==> src/hdl/plc_pkg.sv <==
// ----------------------------------------------------------------------------
// plc_pkg
// shared request/response types and command codes of the paged lcd controller
// ----------------------------------------------------------------------------
package plc_pkg;

    // request types
    localparam logic [1:0] REQ_CMD_WRITE  = 2'd0;
    localparam logic [1:0] REQ_DATA_WRITE = 2'd1;
    localparam logic [1:0] REQ_DATA_READ  = 2'd2;

    // command bytes (base codes, low bits carry the operand)
    localparam logic [7:0] CMD_DISP_OFF   = 8'h3E;
    localparam logic [7:0] CMD_DISP_ON    = 8'h3F;
    localparam logic [7:0] CMD_SET_COL    = 8'h40;
    localparam logic [7:0] CMD_SET_PAGE   = 8'hB8;
    localparam logic [7:0] CMD_START_LINE = 8'hC0;

    // operand mask for column and start line commands
    localparam logic [5:0] LINE_MASK = 6'd63;

    typedef struct packed {
        logic [1:0] req_type;
        logic [1:0] chip_select;
        logic [7:0] bus_data;
    } plc_req_t;

    typedef struct packed {
        logic [7:0] read_data;
        logic       command_ignored;
        logic [1:0] display_enabled;
    } plc_rsp_t;

endpackage

==> src/hdl/plc_half_ram.sv <==
// ----------------------------------------------------------------------------
// plc_half_ram
// single port display ram of one controller half, registered read data
// ----------------------------------------------------------------------------
module plc_half_ram
    import plc_pkg::*;
#(
    parameter int DEPTH = 512
)
(
    input  logic                     clk,
    input  logic                     en,
    input  logic                     we,
    input  logic [$clog2(DEPTH)-1:0] addr,
    input  logic [7:0]               wdata,
    output logic [7:0]               rdata
);

    logic [7:0] mem [DEPTH];
    logic [7:0] rdata_reg;

    always_ff @(posedge clk)
    begin
        if (en)
        begin
            if (we)
            begin
                mem[addr] <= wdata;
            end
            else
            begin
                rdata_reg <= mem[addr];
            end
        end
    end

    assign rdata = rdata_reg;

endmodule

==> config.mk <==
export PLATFORM = sky130hd
export DESIGN_NAME = plc_half_ram
export DESIGN_NICKNAME = d
export VERILOG_FILES = /design/src/hdl/plc_pkg.sv /design/src/hdl/plc_half_ram.sv
export SDC_FILE = /design/constraint.sdc
export NUM_CORES = 2
export LEC_CHECK = 0
export BUFFER_PORTS_ARGS = -buffer_cell sky130_fd_sc_hd__buf_2
export CAP_MARGIN = 5
export CORE_AREA = 2 2 896 452
export DETAILED_ROUTE_END_ITERATION = 10
export DIE_AREA = 0 0 898 454
export PLACE_DENSITY = 0.6
export SLEW_MARGIN = 20
export SYNTH_ARGS = -nofsm -noshare
export SYNTH_HDL_FRONTEND = slang
export SYNTH_SLANG_ARGS = --single-unit
==> constraint.sdc <==
create_clock -name clk -period 9.2 [get_ports clk]
set_input_delay 0.92 -clock clk [delete_from_list [all_inputs] [get_ports clk]]
set_output_delay 0.92 -clock clk [all_outputs]
set_load 0.005 [all_outputs]
Yosys cells after proc, flatten, opt, wreduce, memory -nomap -nowiden
Memories as Yosys holds them, arrays and structs flattened. A register that Yosys moved wholly into a read port is not among the register bits.
Cells that the tools add are included.
{"block": "totals", "ram_bits": 4096, "output_inout_bits": 8, "n_memories": 1, "register_bits": 0, "input_bits": 20, "word_cells": 6}
{"block": "classes", "reduce_logical": 1, "mux": 3, "bitwise_logic": 1}
{"name": "mem", "depth": 512, "word_bits": 8, "rd": 1, "rd_ports_with_merged_regs": 1, "write_ports": 1, "line": "plc_half_ram.sv:19", "source": "logic [7:0] mem [DEPTH];"}
{"op": "two-way mux 1 bit", "count": 3}
{"op": "AND reduction 2 bit", "count": 1}
{"op": "NOT 1 bit", "count": 1}

Depth between registers and ports, before layout
{"block": "depth", "depth_word": 3, "depth_mapped": 14}

Worst setup path after synthesis
Ideal clock, no wire load.
{"block": "synth_timing", "path_kind": "input to register", "startpoint": "in addr[0]", "endpoint": "mem mem[462][0] (enable)", "t_required_ns": 8.830, "path_buffers": 9, "cell_stages": 12, "t_arrival_ns": 3.282, "slack_ns": 5.548, "setup_time_ns": 0.370, "cell_sequence": "buf_6 buf_12 buf_12 buf_6 buf_6 buf_4 buf_4 buf_2 nor3_1 nand2_1 clkbuf_1 nor2_1"}
{"element": "from (decl)", "line": "plc_half_ram.sv:14", "source": "input logic [$clog2(DEPTH)-1:0] addr,"}
{"element": "to (decl)", "line": "plc_half_ram.sv:19"}
Straight into the memory's write port.

==> flow_summary_export.csv <==
group,metric,value,unit
timing,layout_min_cycle_time,5.58,ns
power_and_ir_drop,p_leak,54.4,nW
logic_synthesis,yosysSeqAreaShare,77.4,%
logic_synthesis,synth_warnings,0,
route,via_count,82900,
floorplan,io_pins,28,
clock_tree,clock-sinks,4104,
logic_synthesis,synth.avg_cell_area,21.1,sq um
logic_synthesis,synth_top_area_share,77.4,%
timing,post-route-period-util,60.6,%
setup_path,start_kind,"primary input",
floorplan,core,401000,sq um
logic_synthesis,synthArstFlopShare,0,%
logic_synthesis,yosysMostFrequentCell,"edfxtp_1",
setup_path,criticalPathCategory,"in2reg",
logic_synthesis,synth_common_cells,"4104 x edfxtp_1, 896 x mux4_2, 573 x nor2_1",
clock_tree,cts_tree,"yes",
power_and_ir_drop,p_per_area,210,nW/um^2
power_and_ir_drop,p_total,0.0371,W
setup_path,crit_arrival,6.23,ns
floorplan,start_util,39.7,%
finish,drive_gt1_share,22.0,%
finish,syn_to_final_growth,11.1,%
timing,rsz0062_at_grt,"no",
route,drt_wl_total,483000,um
clock_tree,numCtsBuffers,341,
setup_path,cp.required,9.86,ns
logic_synthesis,ys_dominant_reg_cell,"edfxtp_1",
route,drt_iter0_drc,15500,
global_routing,grt_pass1_wl,660000,um
power_and_ir_drop,max-vdd-ir-drop,164,uV
logic_synthesis,synth_top_cell_by_area,"edfxtp_1",
route,via_per_inst,6.24,
logic_synthesis,yosysUniqueCellTypes,69,
global_routing,grt_pass1_vias,78100,
floorplan,row_count,165,
timing,final-hold-violation-count,0,
logic_synthesis,ys_ff_latch,4104,
hold_path,min-delay-path-class,"in2reg",
placed_design,post_dp_cell_area,166000,sq um
floorplan,fp.dieH,454,um
floorplan,die_w,898,um
clock_tree,cts_root_buffer,"clkbuf_16",
global_routing,grt-ovfl-total,0,
global_routing,antenna_found_initial,46,
timing,clock_skew,0.0364,ns
setup_path,path_max_fanout,68,
logic_synthesis,synth.net_count,7559,
setup_path,cp-end-kind,"flip-flop",
finish,finalNetCount,7693,
global_routing,grtUsageTotal,23.1,%
placed_design,hpwl,311000,um
logic_synthesis,syn-instance-count,7539,
clock_tree,cts_setup_buffers,0,
clock_tree,path_clk_slew,0.07,ns
floorplan,die_area,408000,sq um
route,wire_per_inst,36.4,um
clock_tree,postCtsHoldBufs,0,
timing,timing.slew.headroom,12.6,%
clock_tree,clock_tree.buffer_depth,4,
finish,design_area,177000,sq um
job,maxCapViolCount,0,
global_routing,grt_max_degree,231,
route,drt_drc_violations_left,0,
logic_synthesis,netlist_top_cells_area,"edfxtp_1 77%, mux4_2 13%, mux2i_1 2.9%",
placed_design,place.gp.congestion,0.953,
route,first_pass_iters,6,
timing,report.final.slew_viol_count,0,
logic_synthesis,synth-edff-count,4104,
timing,totalNegativeSetupSlack,0,ns
logic_synthesis,syn_area,159000,sq um
timing,setup-violations-final,0,
outcome,status,"completed",
clock_tree,cts_resized,0,
placed_design,port_buffers,27,
clock_tree,worst_skew_pair.late_latency,0.94,ns
timing,worst_pin_slew,1.31,ns
clock_tree,htree_levels,5,
finish,nFillCells,33500,
route,postRouteAntennaNets,0,
timing,clock.fmax,0.179,GHz
finish,largest_reg_flops,4096,
## cell families (layout without fill, tap and decap cells)
family | after synthesis | in the layout | synth area share [%]
compound gates | 576 | 576 | 2.40
buf+inv | 474 | 862 | 1.55
flops | 4104 | 4104 | 77.4
mux | 1406 | 1406 | 15.9
other cells | 0 | 9 | 0
simple gates | 979 | 979 | 2.71
## cells in the final DEF (no fill, tap or decap), types with 68 or more instances in the layout
master and count:
edfxtp_1 4104, nand3_1 68, a22oi_1 88, o21ai_0 74, mux2i_1 456, nor2_1 550, o22ai_1 171, clkinv_1 75
mux4_2 896, nand2_1 132, a21oi_1 72, clkbuf_16 346, buf_4 196
## per-layer routing
layer	GRT usage, %	share of wire (%)
met2	28.6	38
met3	11.3	17
met4	3.79	1.8
met1	36.5	43
met5	0.683	0.14
## final timing paths
kind / slack [ns] / cells after the start / start / to
worst max-delay path: 3.62 / 9 / addr[0] / rdata[1]
worst min-delay path: 0.43 / 1 / wdata[0] / mem[301][0]
worst max register to register: 4.93 / 6 / mem[250][1] / rdata[1]
worst min register to register: 1.07 / 6 / mem[218][5] / rdata[5]
## report_power, final
group	internal (W)	leakage (nW)	switching, W	total (W)
combinational	0.000574	12.3	0.00131	0.00188
sequential	0.0206	36.9	0.00000832	0.0206
clock	0.00782	5.23	0.00685	0.0147
## cell type report
class	count	area (sq um)	share of cell area, %
antenna	9	22.5	0.0127
clock buffer	400	8860	5.01
clock inverter	197	1860	1.05
inverter	19	86.3	0.0488
timing repair buffer	246	2190	1.24
tap	5344	6690	3.78
sequential	4104	123000	69.7
multi-input combinational	2961	34000	19.2
## worst max-delay path, stage by stage
cell	delay (ns)
buf_12	0.50
buf_4	0.48
buf_4	0.54
mux4_2	0.66
o211ai_1	0.95
a41oi_1	0.81
nor4_1	0.51
nand4_1	0.27
or4_1	0.52
## through the flow
stage	hold WS [ns]	utilization [%]	setup WS, ns	cells
3_5_place_dp	1.03	41.4	2.98	12700
3_3_place_gp	1.02	41.4	1.63	12700
5_1_grt	0.415	44.1	3.78	13300
4_1_cts	0.424	44.1	3.98	13300
2_1_floorplan	0.819	-	5.55	7539
6_report	0.434	44.1	3.62	13300
Note: power is estimated with default switching activity, not from simulation.
