==> src/hdl/plc_pkg.sv <==
// ----------------------------------------------------------------------------
// plc_pkg
// shared request/response types and command codes of the paged lcd controller
// ----------------------------------------------------------------------------
package plc_pkg;

    // request types
    localparam logic [1:0] REQ_CMD_WRITE  = 2'd0;
    localparam logic [1:0] REQ_DATA_WRITE = 2'd1;
    localparam logic [1:0] REQ_DATA_READ  = 2'd2;

    // command bytes (base codes, low bits carry the operand)
    localparam logic [7:0] CMD_DISP_OFF   = 8'h3E;
    localparam logic [7:0] CMD_DISP_ON    = 8'h3F;
    localparam logic [7:0] CMD_SET_COL    = 8'h40;
    localparam logic [7:0] CMD_SET_PAGE   = 8'hB8;
    localparam logic [7:0] CMD_START_LINE = 8'hC0;

    // operand mask for column and start line commands
    localparam logic [5:0] LINE_MASK = 6'd63;

    typedef struct packed {
        logic [1:0] req_type;
        logic [1:0] chip_select;
        logic [7:0] bus_data;
    } plc_req_t;

    typedef struct packed {
        logic [7:0] read_data;
        logic       command_ignored;
        logic [1:0] display_enabled;
    } plc_rsp_t;

endpackage

==> src/hdl/plc_out_buf.sv <==
// ----------------------------------------------------------------------------
// plc_out_buf
// response register with a skid entry so the request side keeps moving
// ----------------------------------------------------------------------------
module plc_out_buf
    import plc_pkg::*;
(
    input  logic     clk,
    input  logic     rst_n,
    input  logic     push,
    input  plc_rsp_t push_data,
    output logic     full,
    output logic     rsp_valid,
    input  logic     rsp_stall,
    output plc_rsp_t rsp
);

    logic     main_valid_reg, main_valid_next;
    logic     skid_valid_reg, skid_valid_next;
    logic     load_main, load_skid;
    plc_rsp_t main_data_reg, skid_data_reg;
    plc_rsp_t main_src;

    logic     drain;

    always_comb
    begin
        drain           = main_valid_reg && !rsp_stall;
        main_valid_next = main_valid_reg;
        skid_valid_next = skid_valid_reg;
        load_main       = 1'b0;
        load_skid       = 1'b0;
        main_src        = push_data;
        if (skid_valid_reg)
        begin
            // no push possible while the skid entry is occupied
            main_src = skid_data_reg;
            if (drain)
            begin
                load_main       = 1'b1;
                skid_valid_next = 1'b0;
            end
        end
        else if (push)
        begin
            if (!main_valid_reg || drain)
            begin
                load_main       = 1'b1;
                main_valid_next = 1'b1;
            end
            else
            begin
                load_skid       = 1'b1;
                skid_valid_next = 1'b1;
            end
        end
        else if (drain)
        begin
            main_valid_next = 1'b0;
        end
    end

    always_ff @(posedge clk or negedge rst_n)
    begin
        if (!rst_n)
        begin
            main_valid_reg <= 1'b0;
            skid_valid_reg <= 1'b0;
        end
        else
        begin
            main_valid_reg <= main_valid_next;
            skid_valid_reg <= skid_valid_next;
        end
    end

    always_ff @(posedge clk)
    begin
        if (load_main)
        begin
            main_data_reg <= main_src;
        end
        if (load_skid)
        begin
            skid_data_reg <= push_data;
        end
    end

    assign full      = skid_valid_reg;
    assign rsp_valid = main_valid_reg;
    assign rsp       = main_data_reg;

endmodule
==> config.mk <==
export PLATFORM = sky130hd
export DESIGN_NAME = plc_out_buf
export DESIGN_NICKNAME = d
export VERILOG_FILES = /design/src/hdl/plc_pkg.sv /design/src/hdl/plc_out_buf.sv
export SDC_FILE = /design/constraint.sdc
export NUM_CORES = 1
export LEC_CHECK = 0
export ABC_CLOCK_PERIOD_IN_PS = 2950
export BUFFER_PORTS_ARGS = -buffer_cell sky130_fd_sc_hd__buf_2
export CORE_ASPECT_RATIO = 1.25
export CORE_UTILIZATION = 40
export CTS_CLUSTER_DIAMETER = 100
export CTS_CLUSTER_SIZE = 12
export DETAILED_ROUTE_END_ITERATION = 6
export GPL_TIMING_DRIVEN = 0
export PLACE_DENSITY = 0.63
export SYNTH_ARGS = -nofsm -noshare
export SYNTH_HDL_FRONTEND = slang
export SYNTH_SLANG_ARGS = --single-unit
==> constraint.sdc <==
create_clock -name clk -period 2.95 [get_ports clk]
set_clock_uncertainty 0.1 [all_clocks]
set_input_delay 0.4425 -clock clk [delete_from_list [all_inputs] [get_ports clk]]
set_output_delay 0.4425 -clock clk [all_outputs]
set_load 0.005 [all_outputs]
; ---- Word-level counts from Yosys, hierarchy flattened
; Index checks and enable logic that the tools add are counted.
[totals]
regBits = 24
latchBits = 0
ramBits = 0
romBits = 0
inputBits = 15
output_inout_bits = 13
elab_cells = 29
mem_count = 0
[op_classes]
n_addsub = 0
n_mul = 0
n_div = 0
magnitude_cmp = 0
n_eq_ne = 1
n_shift = 0
muxes = 13
n_bitwise = 1
reduce_logical = 6
[ops]
columns = operator, count
row1 = two-way mux 1 bit, 12
row2 = two-way mux 11 bit, 1
row3 = AND reduction 3 bit, 1
row4 = zero test 1 bit, 2
row5 = "inequality test 2 x 1 -> 1 bit, second input constant", 1
row6 = nonzero test 2 bit, 1
row7 = logical AND 1 bit, 1
row8 = logical OR 1 bit, 1
row9 = inverter 1 bit, 1

; ---- Logic depth before layout (Yosys ltp)
; Gate-level depths: netlist (run 1).
[depth]
word_depth = 6
ltp_mapped = 4
depth_no_buf = 2

; ---- Worst setup path after synthesis (run 1)
; OpenSTA, ideal clock, no wires.
[synth_timing]
path_type = register to register
from = register skid_valid_reg (netlist: full)
to = register main_data_reg (netlist bit rsp[0]) (enable)
arrival_ns = 1.565
setup_slack_ns = 0.889
stages_incl_launch_ff = 4
synth_period_minus_slack_ns = 2.061
path_cell_list = dfrtp_1 -> buf_6 -> nand2b_1 -> a21boi_0
[synth_between]
elab_chain_cells = 1
[synth_rtl]
columns = element, line
row1 = start: declaration, plc_out_buf.sv:19  ; logic skid_valid_reg, skid_valid_next;
row2 = start signal: assignment, plc_out_buf.sv:73  ; skid_valid_reg <= skid_valid_next;
row3 = two-way mux 1 bit, plc_out_buf.sv:34  ; if (skid_valid_reg)
row4 = via load_main, plc_out_buf.sv:20  ; logic load_main, load_skid;
row5 = end signal: assignment, plc_out_buf.sv:81  ; main_data_reg <= main_src;
row6 = end: declaration, plc_out_buf.sv:21  ; plc_rsp_t main_data_reg, skid_data_reg;
; The timed path passes the listed nets, and every way through them passes these cells.
; A chain may end at the register's enable or synchronous reset.

; ---- Worst setup path after layout (run 1)
[layout_timing]
from = register skid_valid_reg (netlist: full)
to = register skid_data_reg[9] in the netlist's numbering (enable)
[layout_between]
elab_chain_cells = 1
[layout_rtl]
columns = element, line
row1 = two-way mux 1 bit, plc_out_buf.sv:34
row2 = via load_skid, plc_out_buf.sv:20
row3 = end signal: assignment, plc_out_buf.sv:85  ; skid_data_reg <= push_data;
row4 = end: declaration, plc_out_buf.sv:21
; The timed path passes the listed nets, and every way through them passes these cells.

==> metrics.yaml, run 1 <==
status: "finished, final reports clean"
fin_crit_ps: 1920
layout-drive-gt1-share_pct: 55.0
ys_types: 13
initial_core_util_pct: 42.5
area_growth_pct: 23.2
cts-root-buf: "clkbuf_4"
rsz0062_at_grt: "false"
crit_type: "reg -> reg"
peakVddDrop_mv: 0.470
synth.yosys.seq_area_share_pct: 75.6
syn_area_per_cell_um2: 20.0
clk_path_buf_depth: 2
pre_cts_ws_ps: 989
antenna_found_initial: 0
slew_viol_final: 0
htreeDepth: 1
cp-end-kind: "register"
synth_seq_cells: 24
worstPathRequired_ps: 2780
ant_nets: 0
yosys.area.top_type_share_pct: 70.3
io_buffers: 27
fin_nets: 96
min-delay-start: "push_data[0]"
die_w_um: 45.4
max_freq_ghz: 0.520
track_usage_pct: 12.5
drv_cap: 0
reg2reg_to: "skid_data_reg[9]"
finalSetupViolations: 0
grt_pass1_wl_um: 2240
cts_tree: "built"
drc: 0
max_slew_margin_pct: 36.1
reg2reg_slack_ps: 1030
yosysWarningCount: 0
hold_violations: 0
place_hpwl_um: 998
leakage_nw: 0.470
p_per_area_mw_per_mm2: 873
p_total_w: 0.00101
fin_crit_sh_pct: 65.2
via_per_inst: 4.47
syn_area_um2: 940
syn-num-nets: 62
drt_wl_total_um: 1410
crit_fanout: 11
clk_latency_ps: 290
start_kind: "register"
worstPathArrival_ps: 1760
min_to: "skid_data_reg[0]"
first_global_vias: 475
io_pins: 28
worst_pin_slew_ps: 955
cts.sinks: 24
hold_depth: 1
synth_top_area_cell: "edfxtp_1"
clkTransAtPathRegs_ps: 130
cts-resized-gates: 0
reg2regPathDepth: 3
die_area_mm2: 0.00255
n_antenna_cell: 0
wire_per_inst_um: 12.7
synth.area.top_cells: "edfxtp_1 70%, mux2_4 11%, dfrtp_1 5.3%"
numCtsBuffers: 3
final_core_util_pct: 52.3
rr_startpoint: "full"
dr.pass1.iters: 2
die_h_um: 56.2
setup_ws_ps: 1030
rows: 19
core_mm2: 0.00221
overflow: 0
routabilityCongestion: 0.619
grt_max_degree: 14
hold_path.class: "in -> reg"
num_vias: 496
drt_iter0_drc: 10
synthCells: 47
tns_ps: 0
-- metrics by stage --
stage / hold WS (ps) / instance area (um^2) / std cells
detailed placement: 133 / 1120 / 106
floorplan: 46.9 / 940 / 47
CTS: 207 / 1160 / 111
global placement: 129 / 1110 / 105
finish: 218 / 1160 / 111
global route: 196 / 1160 / 111
-- worst max-delay path: stages (launching register included) --
cell,delay [ps]
dfrtp_1,410
buf_6,140
nand2b_1,170
nor2_1,740
-- how the worst max path moves through the flow --
stage                     startpoint          endpoint  slack [ps]  depth (start not counted)
after CTS                       full  skid_data_reg[9]         970                          3
final                           full  skid_data_reg[9]        1030                          3
after global placement          full            rsp[6]         430                          3
after floorplan                 full            rsp[0]         890                          3
after detailed placement        full  skid_data_reg[6]         990                          3
after global routing            full  skid_data_reg[9]         890                          3
-- synth_stat cells --
cell / n
buf_12: 1
a21boi_0: 1
inv_1: 1
edfxtp_1: 22
mux2_4: 7
nand2b_1: 1
a21oi_1: 2
buf_6: 1
mux2_2: 4
nor2_1: 1
nand2_1: 3
o21ai_0: 1
dfrtp_1: 2
-- cell type report --
| class | instances | area, um^2 |
|---|---|---|
| Fill cell | 201 | 1050 |
| Clock buffer | 4 | 26.3 |
| Multi-Input combinational cell | 20 | 194 |
| Sequential cell | 24 | 711 |
| Tap cell | 31 | 38.8 |
| Buffer | 2 | 31.3 |
| Timing Repair Buffer | 29 | 153 |
| Inverter | 1 | 3.75 |
-- cells by family (layout without fill, tap and decap cells) --
kind of cell,after synthesis,after routing,share of synthesized area (%)
AO/OA/AOI/OAI,4,4,2.40
buffers and inverters,3,36,3.73
flip-flops,24,24,75.6
multiplexers,11,11,16.0
AND/OR/NAND/NOR,5,5,2.26
-- repair_timing --
item,in CTS,in global routing
endpoints found under the hold margin,2,0
buffers inserted,0,0
hold buffers,1,0
-- where the power goes --
group          internal [W]  total (W)  switching [W]
Combinational      0.000190   0.000345       0.000155
Sequential         0.000495   0.000523      0.0000287
Clock             0.0000526   0.000142      0.0000890
-- cells in the final DEF (no fill, tap or decap) --
master          n
mux2_2          4
buf_12          1
o21ai_0         1
dlygate4sd3_1   1
a21boi_1        1
buf_4           1
buf_2          27
clkbuf_4        3
nand2b_1        1
nand2_1         3
mux2_4          7
dfrtp_1         2
buf_6           1
nor2_1          1
clkbuf_1        1
edfxtp_1       22
inv_1           1
a21oi_1         2
-- routing by layer --
layer	GRT usage [%]	part of all wire [%]	vias up
met5	0	0	-
met4	6.49	1.1	0
met3	1.95	2.6	2
met2	18.0	52	14
met1	18.0	44	234
li1	-	-	246
Power figures use the tool's default switching activity.
==> inputs of run 2 (changes only) <==
Settings changed: ABC_AREA from default to 1, ABC_CLOCK_PERIOD_IN_PS 2950 to 1800.
Clock period 2.95 ns to 1.8 ns, I/O delays scaled along.
==> metrics.yaml, run 2 <==
status: "finished, final reports clean"
htreeDepth: 1  # unchanged
ys_types: 10  # -3
grt_max_degree: 14  # unchanged
p_per_area_mw_per_mm2: 1340  # +54%
synthCells: 75  # +60%
finalSetupViolations: 0  # unchanged
cp_slowest_stage_delay_ps: 490  # -250 ps
rsz0062_at_grt: "false"
worstPathArrival_ps: 1410  # -350 ps
finalHoldWorstSlack_ps: 41.5  # -177 ps
dr.pass1.iters: 4  # +2
crit_type: "reg -> reg"
antenna_found_initial: 0  # unchanged
clkTransAtPathRegs_ps: 130  # about the same
clkPwrFrac_pct: 15.6  # +1.6 points
place_hpwl_um: 1080  # +8.1%
hold_violations: 0  # unchanged
mostFrequentLayoutCells: "40 x nand2_1, 27 x buf_2, 22 x edfxtp_1, 4 x inv_1, 3 x clkbuf_4"
ys_async_sr_fraction_pct: 8.33  # unchanged
wire_per_inst_um: 11.4  # -10%
initial_core_util_pct: 41.9  # -0.57 points
worstPathCellList: "inv_2 -> nand3_1 -> nand2_1"
n_antenna_cell: 0  # unchanged
drv_cap: 0  # unchanged
io_pins: 28  # unchanged
yosys.area.top_type_share_pct: 72.0  # +1.7 points
first_global_vias: 582  # +23%
worstPathRequired_ps: 1660  # -1120 ps
clk_latency_ps: 310  # +20 ps
track_usage_pct: 14.2  # +1.7 points
cp-end-kind: "register"
ys.flop_type: "edfxtp_1"
syn-num-nets: 90  # +45%
drt_iter0_drc: 8  # -2
p_int_w: 0.00105  # +43%
combPwrFrac_pct: 27.6  # -6.5 points
final_common_cell: "nand2_1"
crit_fanout: 11  # unchanged
area_growth_pct: 22.9
tns_ps: 0  # unchanged
synth_top_area_cell: "edfxtp_1"
clk_path_buf_depth: 2  # unchanged
fin_nets: 123  # +28%
slew_viol_final: 0  # unchanged
leakage_nw: 0.523  # +11%
core_mm2: 0.00219  # -1.1%
synth.yosys.seq_area_share_pct: 77.5  # +1.9 points
fin_crit_ps: 1550  # -376 ps
syn_area_um2: 917  # -2.4%
max_slew_margin_pct: 67.0  # +31 points
grt_pass1_wl_um: 2470  # +10%
routabilityCongestion: 0.654  # +5.7%
max_freq_ghz: 0.646  # +24%
io_buffers: 27  # unchanged
die_h_um: 55.5  # -1.2%
synth_seq_cells: 24  # unchanged
cts-root-buf: "clkbuf_4"
dp_cells: 133  # +25%
num_vias: 613  # +24%
yosys-top-cells-count: "40 x nand2_1, 22 x edfxtp_1, 4 x inv_1"
slowest_stage: "dfrtp_1"
die_area_mm2: 0.00249  # -2.3%
yosysWarningCount: 0  # unchanged
cts_setup_buffers: 0  # unchanged
switching_share_pct: 30.4  # +3.5 points
die_w_um: 44.8  # -1.1%
overflow: 0  # unchanged
rows: 19  # unchanged
layout-drive-gt1-share_pct: 30.8  # -24 points
cts_tree: "built"
synth-edff-count: 22  # unchanged
drc: 0  # unchanged
hold_path.class: "in -> reg"
fin_crit_sh_pct: 86.0  # +21 points
p_switching_w: 0.000460  # +69%
syn_area_per_cell_um2: 12.2  # -39%
ant_nets: 0  # unchanged
synth_most_common_cell: "nand2_1"
via_per_inst: 4.44  # -0.59%
synth.area.top_cells: "edfxtp_1 72%, nand2_1 16%, dfrtp_1 5.5%"
stdcell_count: 138  # +24%
numCtsBuffers: 3  # unchanged
p_seq_share_pct: 56.8  # +5.0 points
drt_wl_total_um: 1570  # +11%
cts.sinks: 24  # unchanged
peakVddDrop_mv: 0.678  # +44%
worst_pin_slew_ps: 493  # -462 ps
start_kind: "register"
[run 2: changes by cell type after synthesis, sizes merged]
cell    before  now
inv          1    5
a21oi        2    0
nand3        0    2
nand2        3   40
a21boi       1    0
nand2b       1    0
mux2        11    0
[run 2: kinds of logic after synthesis]
kind of cell	synth area share, %
AND/OR/NAND/NOR	17.9
buffers and inverters	4.09
flip-flops	77.5
AO/OA/AOI/OAI	0.545
[run 2: layer usage]
metal	part of all wire, %	track usage, %	vias to the layer above	routed length [um]
met5	0	0	-	0
met4	0.96	9.09	0	15
met3	4.0	2.29	2	62
met2	55	25.4	15	868
met1	40	14.3	285	621
li1	-	-	311	-
[run 2: final cells by class]
class                           instances  area (um^2)
Inverter                                5         18.8
Tap cell                               31         38.8
Timing Repair Buffer                   28          145
Sequential cell                        24          711
Fill cell                             225         1060
Buffer                                  2         18.8
Clock inverter                          1         3.75
Clock buffer                            3         22.5
Multi-Input combinational cell         44          169
[run 2: repair_timing]
item,in CTS,in global routing
resized for setup,0,0
hold buffers,1,0
hold endpoints to repair,2,0
setup endpoints to repair,0,0
[run 2: power by group through the flow]
| stage | sequential, W | clock (W) | combinational, W |
|---|---|---|---|
| 6_report | 0.000860 | 0.000236 | 0.000417 |
| 5_1_grt | 0.000876 | 0.000264 | 0.000474 |
| 4_1_cts | 0.000862 | 0.000244 | 0.000427 |
| 3_5_place_dp | 0.000874 | 0 | 0.000425 |
| 3_3_place_gp | 0.000870 | 0 | 0.000411 |
| 2_1_floorplan | 0.000887 | 0 | 0.000220 |
[run 2: per-stage QoR]
| step | total power [W] | utilization, % | worst slack [ps] | instance area, um^2 |
|---|---|---|---|---|
| floorplan | 0.00111 | - | 472 | 917 |
| global placement | 0.00128 | 49.9 | 289 | 1090 |
| detailed placement | 0.00130 | 49.9 | 263 | 1090 |
| CTS | 0.00153 | 51.5 | 233 | 1130 |
| global route | 0.00161 | 51.5 | 169 | 1130 |
| finish | 0.00151 | 51.5 | 251 | 1130 |
[run 2: critical path, delay by kind of cell (launching register included)]
family | cells | cell delay, ps
DFF | 1 | 490
and+or+nand+nor | 2 | 490
buffers and inverters | 1 | 110
[run 2: final timing paths]
path                                   from  cells past startpoint  slack (ps)          endpoint
setup / recovery                       full                      3         250           rsp[10]
hold / removal                 push_data[2]                      1          40  skid_data_reg[2]
setup reg to reg                       full                      3         250           rsp[10]
hold reg to reg            skid_data_reg[6]                      2         430            rsp[6]
max in group asynchronous             rst_n                      2        1340         rsp_valid
min in group asynchronous             rst_n                      2         160              full
